### config.mk
export PLATFORM = sky130hd
export DESIGN_NAME = first_fit_segment_allocator
export DESIGN_NICKNAME = d
export VERILOG_FILES = /design/src/hdl/ffsa_pkg.sv /design/src/hdl/first_fit_segment_allocator.sv /design/src/hdl/ffsa_dp.sv /design/src/hdl/ffsa_ctrl.sv
export SDC_FILE = /design/constraint.sdc
export NUM_CORES = 1
export LEC_CHECK = 0
export ABC_CLOCK_PERIOD_IN_PS = 5700
export BUFFER_PORTS_ARGS = -buffer_cell sky130_fd_sc_hd__buf_2
export CAP_MARGIN = 30
export CORE_MARGIN = 2
export CORE_UTILIZATION = 35
export DETAILED_ROUTE_END_ITERATION = 10
export PLACE_DENSITY = 0.5
export SYNTH_ARGS = -nofsm -noshare
export SYNTH_HDL_FRONTEND = slang
export SYNTH_HIERARCHICAL = 1
export SYNTH_SLANG_ARGS = --single-unit
### constraint.sdc
create_clock -name clk -period 5.7 [get_ports clk]
set_clock_uncertainty 0.05 [all_clocks]
set_input_delay 0.57 -clock clk [delete_from_list [all_inputs] [get_ports clk]]
set_output_delay 0.57 -clock clk [all_outputs]
set_load 0.05 [all_outputs]
### src/hdl/ffsa_pkg.sv
// ----------------------------------------------------------------------------
// ffsa_pkg
// shared types for the first-fit segment allocator: result codes, request
// modes and the command / status bundles between controller and datapath
// ----------------------------------------------------------------------------
package ffsa_pkg;

	// result codes
	typedef enum logic [2:0] {
		ST_OK        = 3'd0,
		ST_NO_FIT    = 3'd1,
		ST_FULL      = 3'd2,
		ST_NOT_FOUND = 3'd3,
		ST_ZERO      = 3'd4
	} status_t;

	// request modes
	localparam logic MODE_ALLOC = 1'b0;
	localparam logic MODE_FREE  = 1'b1;

	// controller -> datapath
	typedef struct packed {
		logic capture;      // latch request fields
		logic ld_ptr_zero;  // start scan at entry 0
		logic ld_ptr_top;   // start shift at last live entry
		logic scan;         // ascending table walk
		logic shift;        // descending move-up of entries
		logic wr_init;      // write the reset segment into entry 0
		logic wr_free;      // clear used bit of picked entry
		logic wr_used;      // picked entry becomes used with request length
		logic wr_rem;       // insert free remainder after picked entry
		logic count_inc;    // one more live entry
	} ctl_cmd_t;

	// datapath -> controller
	typedef struct packed {
		logic mode_free;    // latched request is a free
		logic size_zero;    // latched allocate size is zero
		logic hit;          // entry under check matches
		logic miss_end;     // last live entry checked without a match
		logic exact;        // picked length equals request size
		logic full;         // table holds the maximum number of entries
		logic shift_done;   // no shift read or write outstanding
	} ctl_sts_t;

endpackage

### src/hdl/first_fit_segment_allocator.sv
// ----------------------------------------------------------------------------
// first_fit_segment_allocator
// first-fit allocator over an address-ordered segment table without merging
// ----------------------------------------------------------------------------
// sequence: a zero-size allocate skips the scan; otherwise the table is scanned from entry 0
//   up to the first match or through all live entries, and a split then moves the entries
//   after the picked entry up by one before the remainder and the picked entry are written
// throughput: one transaction at a time; the table walk sets the rate, and a new request
//   waits while a finished result cannot enter the result register
// reset: arst_n clears control state; the S_INIT state then writes the full-memory
//   segment into entry 0 before in_ready rises
// ----------------------------------------------------------------------------
module first_fit_segment_allocator
	import ffsa_pkg::*;
#(
	parameter int MEM_BYTES    = 1024,
	parameter int MAX_SEGMENTS = 16
) (
	input  logic                                clk,
	input  logic                                arst_n,
	// request channel
	input  logic                                in_valid,
	output logic                                in_ready,
	input  logic                                mode,
	input  logic [$clog2(MEM_BYTES+1)-1:0]      request_size,
	input  logic [$clog2(MEM_BYTES)-1:0]        free_address,
	// result channel
	output logic                                out_valid,
	input  logic                                out_ready,
	output logic [2:0]                          status,
	output logic [$clog2(MEM_BYTES)-1:0]        granted_address
);

	// address covers the memory, length must also hold the whole memory size
	localparam int ADDR_W = $clog2(MEM_BYTES);
	localparam int SIZE_W = $clog2(MEM_BYTES + 1);
	// table index and live entry count (count can equal the table depth)
	localparam int IDX_W  = $clog2(MAX_SEGMENTS);
	localparam int CNT_W  = $clog2(MAX_SEGMENTS + 1);

	ctl_cmd_t          cmd;
	ctl_sts_t          sts;
	logic [ADDR_W-1:0] pick_start;

	// sequencer: owns the handshakes and the result register, so a finished
	// result can wait on out_ready while the next transaction is taken
	ffsa_ctrl #(
		.ADDR_W(ADDR_W)
	) u_ctrl (
		.clk             (clk),
		.arst_n          (arst_n),
		.in_valid        (in_valid),
		.in_ready        (in_ready),
		.out_valid       (out_valid),
		.out_ready       (out_ready),
		.status          (status),
		.granted_address (granted_address),
		.sts             (sts),
		.pick_start      (pick_start),
		.cmd             (cmd)
	);

	// table memory plus walk pointer: one read per cycle during a scan, one
	// read and one write per cycle while entries move up for a split
	ffsa_dp #(
		.MEM_BYTES    (MEM_BYTES),
		.MAX_SEGMENTS (MAX_SEGMENTS),
		.ADDR_W       (ADDR_W),
		.SIZE_W       (SIZE_W),
		.IDX_W        (IDX_W),
		.CNT_W        (CNT_W)
	) u_dp (
		.clk          (clk),
		.arst_n       (arst_n),
		.mode         (mode),
		.request_size (request_size),
		.free_address (free_address),
		.cmd          (cmd),
		.sts          (sts),
		.pick_start   (pick_start)
	);

endmodule

### src/hdl/ffsa_dp.sv
// ----------------------------------------------------------------------------
// ffsa_dp
// segment table memory, scan / shift pointer, pick registers and entry count
// ----------------------------------------------------------------------------
module ffsa_dp
	import ffsa_pkg::*;
#(
	parameter int MEM_BYTES    = 1024,
	parameter int MAX_SEGMENTS = 16,
	parameter int ADDR_W       = 10,
	parameter int SIZE_W       = 11,
	parameter int IDX_W        = 4,
	parameter int CNT_W        = 5
) (
	input  logic              clk,
	input  logic              arst_n,
	input  logic              mode,
	input  logic [SIZE_W-1:0] request_size,
	input  logic [ADDR_W-1:0] free_address,
	input  ctl_cmd_t          cmd,
	output ctl_sts_t          sts,
	output logic [ADDR_W-1:0] pick_start
);

	localparam logic [SIZE_W-1:0] FULL_LEN = SIZE_W'(MEM_BYTES);
	localparam logic [CNT_W-1:0]  MAX_CNT  = CNT_W'(MAX_SEGMENTS);

	// segment table
	logic [ADDR_W-1:0] mem_start [MAX_SEGMENTS];
	logic [SIZE_W-1:0] mem_len   [MAX_SEGMENTS];
	logic              mem_used  [MAX_SEGMENTS];

	// request
	logic              req_mode_q;
	logic [SIZE_W-1:0] req_size_q;
	logic [ADDR_W-1:0] req_addr_q;

	// walk pointer and read stage
	logic [CNT_W-1:0]  ptr_q;
	logic [CNT_W-1:0]  count_q;
	logic              pend_s1;
	logic [IDX_W-1:0]  idx_s1;
	logic [ADDR_W-1:0] rd_start_s1;
	logic [SIZE_W-1:0] rd_len_s1;
	logic              rd_used_s1;

	// picked entry
	logic [IDX_W-1:0]  pick_q;
	logic [ADDR_W-1:0] pick_start_q;
	logic [SIZE_W-1:0] pick_len_q;

	logic              rd_en;
	logic              hit;
	logic              we;
	logic [IDX_W-1:0]  wa;
	logic [ADDR_W-1:0] wd_start;
	logic [SIZE_W-1:0] wd_len;
	logic              wd_used;

	always_comb begin
		rd_en = 1'b0;
		if (cmd.scan) begin
			rd_en = (ptr_q < count_q);
		end else if (cmd.shift) begin
			rd_en = (ptr_q > CNT_W'(pick_q));
		end
	end

	always_comb begin
		if (req_mode_q == MODE_FREE) begin
			hit = pend_s1 && (rd_start_s1 == req_addr_q);
		end else begin
			hit = pend_s1 && !rd_used_s1 && (rd_len_s1 >= req_size_q);
		end
	end

	// write port select
	always_comb begin
		we       = 1'b0;
		wa       = pick_q;
		wd_start = pick_start_q;
		wd_len   = pick_len_q;
		wd_used  = 1'b0;
		priority if (cmd.wr_init) begin
			we       = 1'b1;
			wa       = '0;
			wd_start = '0;
			wd_len   = FULL_LEN;
		end else if (cmd.wr_free) begin
			we = 1'b1;
		end else if (cmd.wr_used) begin
			we      = 1'b1;
			wd_len  = req_size_q;
			wd_used = 1'b1;
		end else if (cmd.wr_rem) begin
			we       = 1'b1;
			wa       = pick_q + IDX_W'(1);
			wd_start = pick_start_q + req_size_q[ADDR_W-1:0];
			wd_len   = pick_len_q - req_size_q;
		end else if (cmd.shift && pend_s1) begin
			we       = 1'b1;
			wa       = idx_s1 + IDX_W'(1);
			wd_start = rd_start_s1;
			wd_len   = rd_len_s1;
			wd_used  = rd_used_s1;
		end
	end

	always_ff @(posedge clk) begin
		if (we) begin
			mem_start[wa] <= wd_start;
			mem_len[wa]   <= wd_len;
			mem_used[wa]  <= wd_used;
		end
		if (rd_en) begin
			rd_start_s1 <= mem_start[ptr_q[IDX_W-1:0]];
			rd_len_s1   <= mem_len[ptr_q[IDX_W-1:0]];
			rd_used_s1  <= mem_used[ptr_q[IDX_W-1:0]];
			idx_s1      <= ptr_q[IDX_W-1:0];
		end
		if (cmd.capture) begin
			req_mode_q <= mode;
			req_size_q <= request_size;
			req_addr_q <= free_address;
		end
		if (cmd.scan && hit) begin
			pick_q       <= idx_s1;
			pick_start_q <= rd_start_s1;
			pick_len_q   <= rd_len_s1;
		end
	end

	always_ff @(posedge clk or negedge arst_n) begin
		if (!arst_n) begin
			ptr_q   <= '0;
			count_q <= CNT_W'(1);
			pend_s1 <= 1'b0;
		end else begin
			pend_s1 <= rd_en;
			priority if (cmd.ld_ptr_zero) begin
				ptr_q <= '0;
			end else if (cmd.ld_ptr_top) begin
				ptr_q <= count_q - CNT_W'(1);
			end else if (rd_en && cmd.scan) begin
				ptr_q <= ptr_q + CNT_W'(1);
			end else if (rd_en && cmd.shift) begin
				ptr_q <= ptr_q - CNT_W'(1);
			end
			if (cmd.count_inc) begin
				count_q <= count_q + CNT_W'(1);
			end
		end
	end

	assign sts.mode_free  = (req_mode_q == MODE_FREE);
	assign sts.size_zero  = (req_size_q == '0);
	assign sts.hit        = hit;
	assign sts.miss_end   = pend_s1 && !hit && ((CNT_W'(idx_s1) + CNT_W'(1)) == count_q);
	assign sts.exact      = (pick_len_q == req_size_q);
	assign sts.full       = (count_q >= MAX_CNT);
	assign sts.shift_done = !rd_en && !pend_s1;
	assign pick_start     = pick_start_q;

endmodule

### src/hdl/ffsa_ctrl.sv
// ----------------------------------------------------------------------------
// ffsa_ctrl
// request sequencer: scan, decide, shift and insert, then result register
// ----------------------------------------------------------------------------
module ffsa_ctrl
	import ffsa_pkg::*;
#(
	parameter int ADDR_W = 10
) (
	input  logic              clk,
	input  logic              arst_n,
	input  logic              in_valid,
	output logic              in_ready,
	output logic              out_valid,
	input  logic              out_ready,
	output logic [2:0]        status,
	output logic [ADDR_W-1:0] granted_address,
	input  ctl_sts_t          sts,
	input  logic [ADDR_W-1:0] pick_start,
	output ctl_cmd_t          cmd
);

	typedef enum logic [3:0] {
		S_INIT,
		S_IDLE,
		S_START,
		S_SCAN,
		S_ACT,
		S_SHIFT,
		S_INS_REM,
		S_INS_PICK,
		S_DONE
	} state_t;

	state_t            state_q;
	status_t           code_q;
	logic              out_valid_q;
	status_t           status_q;
	logic [ADDR_W-1:0] granted_q;

	assign in_ready        = (state_q == S_IDLE);
	assign out_valid       = out_valid_q;
	assign status          = status_q;
	assign granted_address = granted_q;

	always_comb begin
		cmd             = '0;
		cmd.capture     = (state_q == S_IDLE) && in_valid;
		cmd.wr_init     = (state_q == S_INIT);
		cmd.ld_ptr_zero = (state_q == S_START);
		cmd.scan        = (state_q == S_SCAN);
		cmd.shift       = (state_q == S_SHIFT);
		cmd.wr_rem      = (state_q == S_INS_REM);
		cmd.wr_used     = (state_q == S_INS_PICK);
		cmd.count_inc   = (state_q == S_INS_PICK);
		if (state_q == S_ACT) begin
			if (sts.mode_free) begin
				cmd.wr_free = 1'b1;
			end else if (sts.exact) begin
				cmd.wr_used = 1'b1;
			end else if (!sts.full) begin
				cmd.ld_ptr_top = 1'b1;
			end
		end
	end

	always_ff @(posedge clk or negedge arst_n) begin
		if (!arst_n) begin
			state_q     <= S_INIT;
			code_q      <= ST_OK;
			out_valid_q <= 1'b0;
			status_q    <= ST_OK;
			granted_q   <= '0;
		end else begin
			if (state_q == S_DONE && (!out_valid_q || out_ready)) begin
				out_valid_q <= 1'b1;
				status_q    <= code_q;
				granted_q   <= (code_q == ST_OK && !sts.mode_free) ? pick_start : '0;
			end else if (out_valid_q && out_ready) begin
				out_valid_q <= 1'b0;
			end
			unique case (state_q)
				S_INIT: begin
					state_q <= S_IDLE;
				end
				S_IDLE: begin
					if (in_valid) begin
						state_q <= S_START;
					end
				end
				S_START: begin
					if (!sts.mode_free && sts.size_zero) begin
						code_q  <= ST_ZERO;
						state_q <= S_DONE;
					end else begin
						state_q <= S_SCAN;
					end
				end
				S_SCAN: begin
					if (sts.hit) begin
						state_q <= S_ACT;
					end else if (sts.miss_end) begin
						code_q  <= sts.mode_free ? ST_NOT_FOUND : ST_NO_FIT;
						state_q <= S_DONE;
					end
				end
				S_ACT: begin
					if (sts.mode_free || sts.exact) begin
						code_q  <= ST_OK;
						state_q <= S_DONE;
					end else if (sts.full) begin
						code_q  <= ST_FULL;
						state_q <= S_DONE;
					end else begin
						state_q <= S_SHIFT;
					end
				end
				S_SHIFT: begin
					if (sts.shift_done) begin
						state_q <= S_INS_REM;
					end
				end
				S_INS_REM: begin
					state_q <= S_INS_PICK;
				end
				S_INS_PICK: begin
					code_q  <= ST_OK;
					state_q <= S_DONE;
				end
				S_DONE: begin
					if (!out_valid_q || out_ready) begin
						state_q <= S_IDLE;
					end
				end
				default: begin
					state_q <= S_IDLE;
				end
			endcase
		end
	end

endmodule

== Word-level counts from Yosys, hierarchy flattened ==
Memory sizes are Yosys's and may differ from the RTL's. A register that Yosys moved wholly into a read port is not among the register bits.
Index checks and enable logic that the tools add are counted.
Operators by class
  $add $sub $neg: 9
  multiply operators: 0
  divide/modulo/power cells: 0
  order comparisons: 4
  equal/unequal tests: 19
  shift-type cells: 0
  muxes and demuxes: 61
  bitwise operators: 0
  reduce and logical (&&, ||, !) cells: 31
Operator list (number)
  two-way mux 10 bit: 6
  two-way mux 11 bit: 5
  two-way mux 4 bit: 13
  case mux 4 bit (8 select lines): 1
  two-way mux 1 bit: 24
  two-way mux 5 bit: 4
  == test 4 x 3 -> 1 bit (second input constant): 4
  logical AND 1 bit: 15
  two-way mux 3 bit: 5
  case mux 3 bit (4 select lines): 1
  == test 11 bit: 1
  greater-or-equal comparator 11 bit: 1
  logical NOT 11 bit: 1
  subtractor 11 bit: 1
  adder 10 bit: 1
  adder 5 x 1 -> 5 bit (second input constant): 2
  == test 10 bit: 1
  inequality test 2 bit (second input constant): 5
  subtractor 5 x 1 -> 5 bit (second input constant): 2
  adder 4 x 1 -> 4 bit (second input constant): 2
  == test 4 x 2 -> 1 bit (second input constant): 2
  nonzero test 4 bit: 2
  logical NOT 1 bit: 6
  adder 4 x 1 -> 5 bit (second input constant): 1
  16 further kinds: 18
Word-level totals
  register bits after elaboration: 83
  bits in latches: 0
  memory bits (writable): 352
  bits in read-only memories: 0
  bits of input ports: 26
  output and inout port bits: 15
  memories kept: 3
Memory list
  u_dp.mem_len: depth 16, width 11, rd ports 1, clocked after memory_dff 1, wr ports 1, line ffsa_dp.sv:30  | logic [SIZE_W-1:0] mem_len [MAX_SEGMENTS];
  u_dp.mem_start: depth 16, width 10, rd ports 1, clocked after memory_dff 1, wr ports 1, line ffsa_dp.sv:29  | logic [ADDR_W-1:0] mem_start [MAX_SEGMENTS];
  u_dp.mem_used: depth 16, width 1, rd ports 1, clocked after memory_dff 1, wr ports 1, line ffsa_dp.sv:31  | logic mem_used [MAX_SEGMENTS];

== Depth between registers and ports, before layout ==
  depth after elaboration: 10
  depth in mapped cells: 13
  depth with buffers taken out: 12

== Hierarchy ==
The synthesis kept the hierarchy.
By module, submodules not included
  ffsa_dp: instances 1, cells each 1039, area each 18940.7 µm², seq. area each 13038.8 µm²
  ffsa_ctrl: instances 1, cells each 117, area each 1183.6 µm², seq. area each 525.5 µm²

== Worst setup path after synthesis ==
No wires, ideal clock.
  kind: flip-flop to flip-flop
  from: register u_dp.req_size_q[5]
  to: memory u_dp.mem_len[0][0], enable pin
  library setup time: 0.429 ns
  arrival time: 3.774 ns
  required time: 5.221 ns
  path slack: 1.447 ns
  cell stages (with the launch flop): 12
  path buffers: 2
  clock period less this slack: 4.253 ns
  cell sequence: edfxtp_1 inv_1 ha_1 nand4_1 nor4_1 a31o_1 clkbuf_1 nor4b_1 a21oi_1 o22ai_1 buf_2 nor3_1
RTL lines
  from (decl): line ffsa_dp.sv:35  | logic [SIZE_W-1:0] req_size_q;
  from (signal assigned): line ffsa_dp.sv:123  | req_size_q <= request_size;
  to (decl): line ffsa_dp.sv:30

==> impl_results.md <==
- Mean number of vias per cell: around 5.5
- Final Cell Area: 23040 sq um
- Initial drt markers: 1005
- Reg2reg path depth: 13
- Final Hold Viols: 2
- Syn nets: 1232
- Reg-to-reg endpoint: u_dp/mem_len[0][8]
- Clock Root Buffer: clkbuf_16
- Post-synth EDFFs: about 430
- Chip height: 243.8 um
- Count of pins over their slew limit: 0
- Initial antenna violation count: 1
- Num CTS Buffers: between 40 and 50
- Worst-path clk slew: 60 ps
- Seq cells post-synth: about 460
- CTS tree: done
- CP required: 5930 ps
- DP HPWL: ~33000 um
- Die X: 243.8 um
- GRT Total Usage: 17.29%
- Critical Path End Type: register
- Mean post-synth cell area: 17.41 sq um
- Critical path launch point: u_dp/req_size_q[4]
- Resize count post-CTS: 0
- Starting Density: between 30% and 40%
- P_leak: 7.572 nW
- Area of the multi-input gates: 6236 sq um
- Startpoint class of the critical path: register
- Total gr overflow: 0
- Largest net degree at the start of global routing: 54
- YS warnings: 6
- DP Cell Count: approximately 1900
- Vias in the first global route: 11070
- Commonest non-fill, non-tap cells in the layout: 425 x edfxtp_1, 80 x mux4_2, 69 x nand2_1, 49 x clkbuf_16, 47 x ha_1
- Setup violations, final: 0
- Die area: about 60000 sq um
- H-tree levels: 2
- Failing checks: negative hold slack
- Pre-Repair DR Iteration Count: 5
- Synth Area in Compound Gates: 6.634%
- XOR/XNOR share of the synthesized area: approximately 1.6%
- Post-synthesis mux area share: 13.21%
- Max-Cap Viols: 0
- Clock period minus worst slack: 4592 ps
- Unrepaired setup endpoints after global routing: false
- First-pass GRT wire length: 75840 um
- Clock Sinks: 457
- Gate Count Post-Synth: 1156
- Largest family of logic cells by synthesized area: multiplexers
- Adder-cell share of the synthesized area: about 3.2%
- I/O pins: 41
- Hold/Removal Path Class: in -> async
- DR WL/cell: 25.14 um
- Worst Path Arrival: just under 5000 ps
- DRC Markers: 0
- Post-Syn Area: 20120 sq um
- I/O Buffers: 40
- Cell area power density: approximately 360 nW/um^2
- Async S/R FF share, synth: 7.002%
- WHS: -2.525 ps
- Clk_lat worst skew: 600 ps
- Peak VDD IR: 0.2664 mV
- R2r setup slk: 1110 ps
- P&R area growth vs syn: 14.51%
- Simple-Gate Fraction of Synth Area: 5.589%
- Sequential share of the synthesized area: 67.40%
- Antenna diodes: 0
- Antenna Nets Post-Route: 0
- Share of layout cells above drive strength 1: approximately 23%
- Peak fanout along the critical path: 20
- Worst rel slew slack: 32.24%
- Synth unique cells: 78
- Most common cell after layout, fill and taps aside: edfxtp_1
- NumNets Final: between 1000 and 1500
- Core Box Area: 56600 sq um
- Worst slew pin tran: just over 1000 ps
- Final wirelength: 51050 um
- R2R Path Start: u_dp/req_size_q[4]
- Filler cells: between 5000 and 6000
- Fmax: 217.8 MHz
- Global placement routability congestion: between 0.8 and 0.9
- Tcrit/Tclk final: around four fifths
- Via count: approximately 11000
- Finished Core Util: 40.71%
- Placed inst area: 21480 sq um
- Register area: 13570 sq um
- TNS Setup: 0 ps
- Main synth FF type: edfxtp_1
- Max clock buf depth: 3
- Post-CTS Setup Bufs: 0
- Critical path class: reg -> reg
- Cts hold-fix bufs: 0
- Status: finished, violations left
- Num rows: 87
- Non-filler cells, final: about 2000
==> flip-flops by register name (all words and copies together), names as in the netlist, 3 cells and up <==
name	flops
u_ctrl/code_q	3
u_ctrl/granted_address	10
u_ctrl/state_q	4
u_ctrl/status	3
u_dp/count_q	5
u_dp/idx_s1	4
u_dp/mem_len	176
u_dp/mem_start	160
u_dp/mem_used	16
u_dp/pick_len_q	11
u_dp/pick_q	4
u_dp/pick_start	10
u_dp/ptr_q	5
u_dp/rd_len_s1	11
u_dp/rd_start_s1	10
u_dp/req_addr_q	10
u_dp/req_size_q	11
==> power by group <==
part	switching, mW	internal, mW	total [mW]
logic	0.815	0.316	1.13
clock network	1.31	1.81	3.12
registers	0.100	3.91	4.01
==> cell families after synthesis <==
group / Yosys count
compound gates: 186
simple gates: 218
xor+xnor: 37
flops: 457
buf+inv: 93
mux: 115
fa+ha+maj: 50
==> final cells by class <==
type	count	area share, %
clock buffer	61	5.517
inverter	40	0.6516
tap	756	4.105
clock inverter	25	1.265
multi-input combinational	606	27.06
sequential	457	58.90
timing repair buffer	86	2.498
==> through the flow <==
step	setup WS, ps	power [mW]	hold WS [ps]
after CTS	1107	8.357	4.750
after global placement	939.7	5.194	408.0
after global routing	938.8	8.577	53.48
after detailed placement	1120	5.208	412.2
after floorplan	1447	4.777	224.4
final	1108	8.263	-2.525
==> layer usage <==
metal,track usage [%],wire [um],vias to the layer above
met5,0,0,-
met4,5.075,1209,0
met3,2.258,2198,75
met2,26.66,23230,321
met1,25.58,24410,5799
li1,-,-,4894
==> worst max-delay path by stage <==
stage / endpoint / slack, ps
3_3_place_gp: u_dp/mem_len[5][4] / 940
4_1_cts: u_dp/mem_len[0][8] / 1110
5_1_grt: u_dp/mem_len[0][8] / 940
6_report: u_dp/mem_len[0][8] / 1110
2_1_floorplan: u_dp/mem_len[0][0] / 1450
3_5_place_dp: u_dp/mem_len[0][8] / 1120
==> worst max-delay path, stage by stage, from the launching register on <==
cell and delay, ps:
edfxtp_1 480, inv_1 110, ha_1 410, nand4_1 150, nor4_1 580, buf_4 230, a31o_1 180, buf_4 260
nor2_1 100, a31oi_1 360, or2_2 200, nand2_1 80, nor3_2 680, buf_4 400
==> cell usage after synthesis (all sizes together), types with 4 or more instances <==
master	count	area [sq um]
nor4	9	62.56
and2	4	25.02
o22ai	9	56.30
nor3b	4	30.03
a31oi	8	56.30
inv	40	150.1
a21o	6	45.04
nand4	11	68.82
a21oi	33	165.2
a221oi	8	70.07
nand3b	5	37.54
nor3	22	110.1
nor2	45	168.9
o221a	4	45.04
nand3	13	65.06
or2	4	25.03
dfrtp	31	775.7
o31ai	5	37.54
mux4	110	2590
xnor2	13	113.9
or3	4	25.02
a211oi	17	132.6
buf	32	241.5
mux2	5	67.56
o21ai	40	237.7
xor2	24	210.2
o221ai	7	61.31
o21a	7	52.55
o211ai	7	52.55
ha	47	588.1
nand2b	11	76.32
edfxtp	425	12760
nand2	69	259.0
a22oi	5	37.54
clkbuf	21	78.83
No activity file was read; power rests on OpenSTA's default activity.
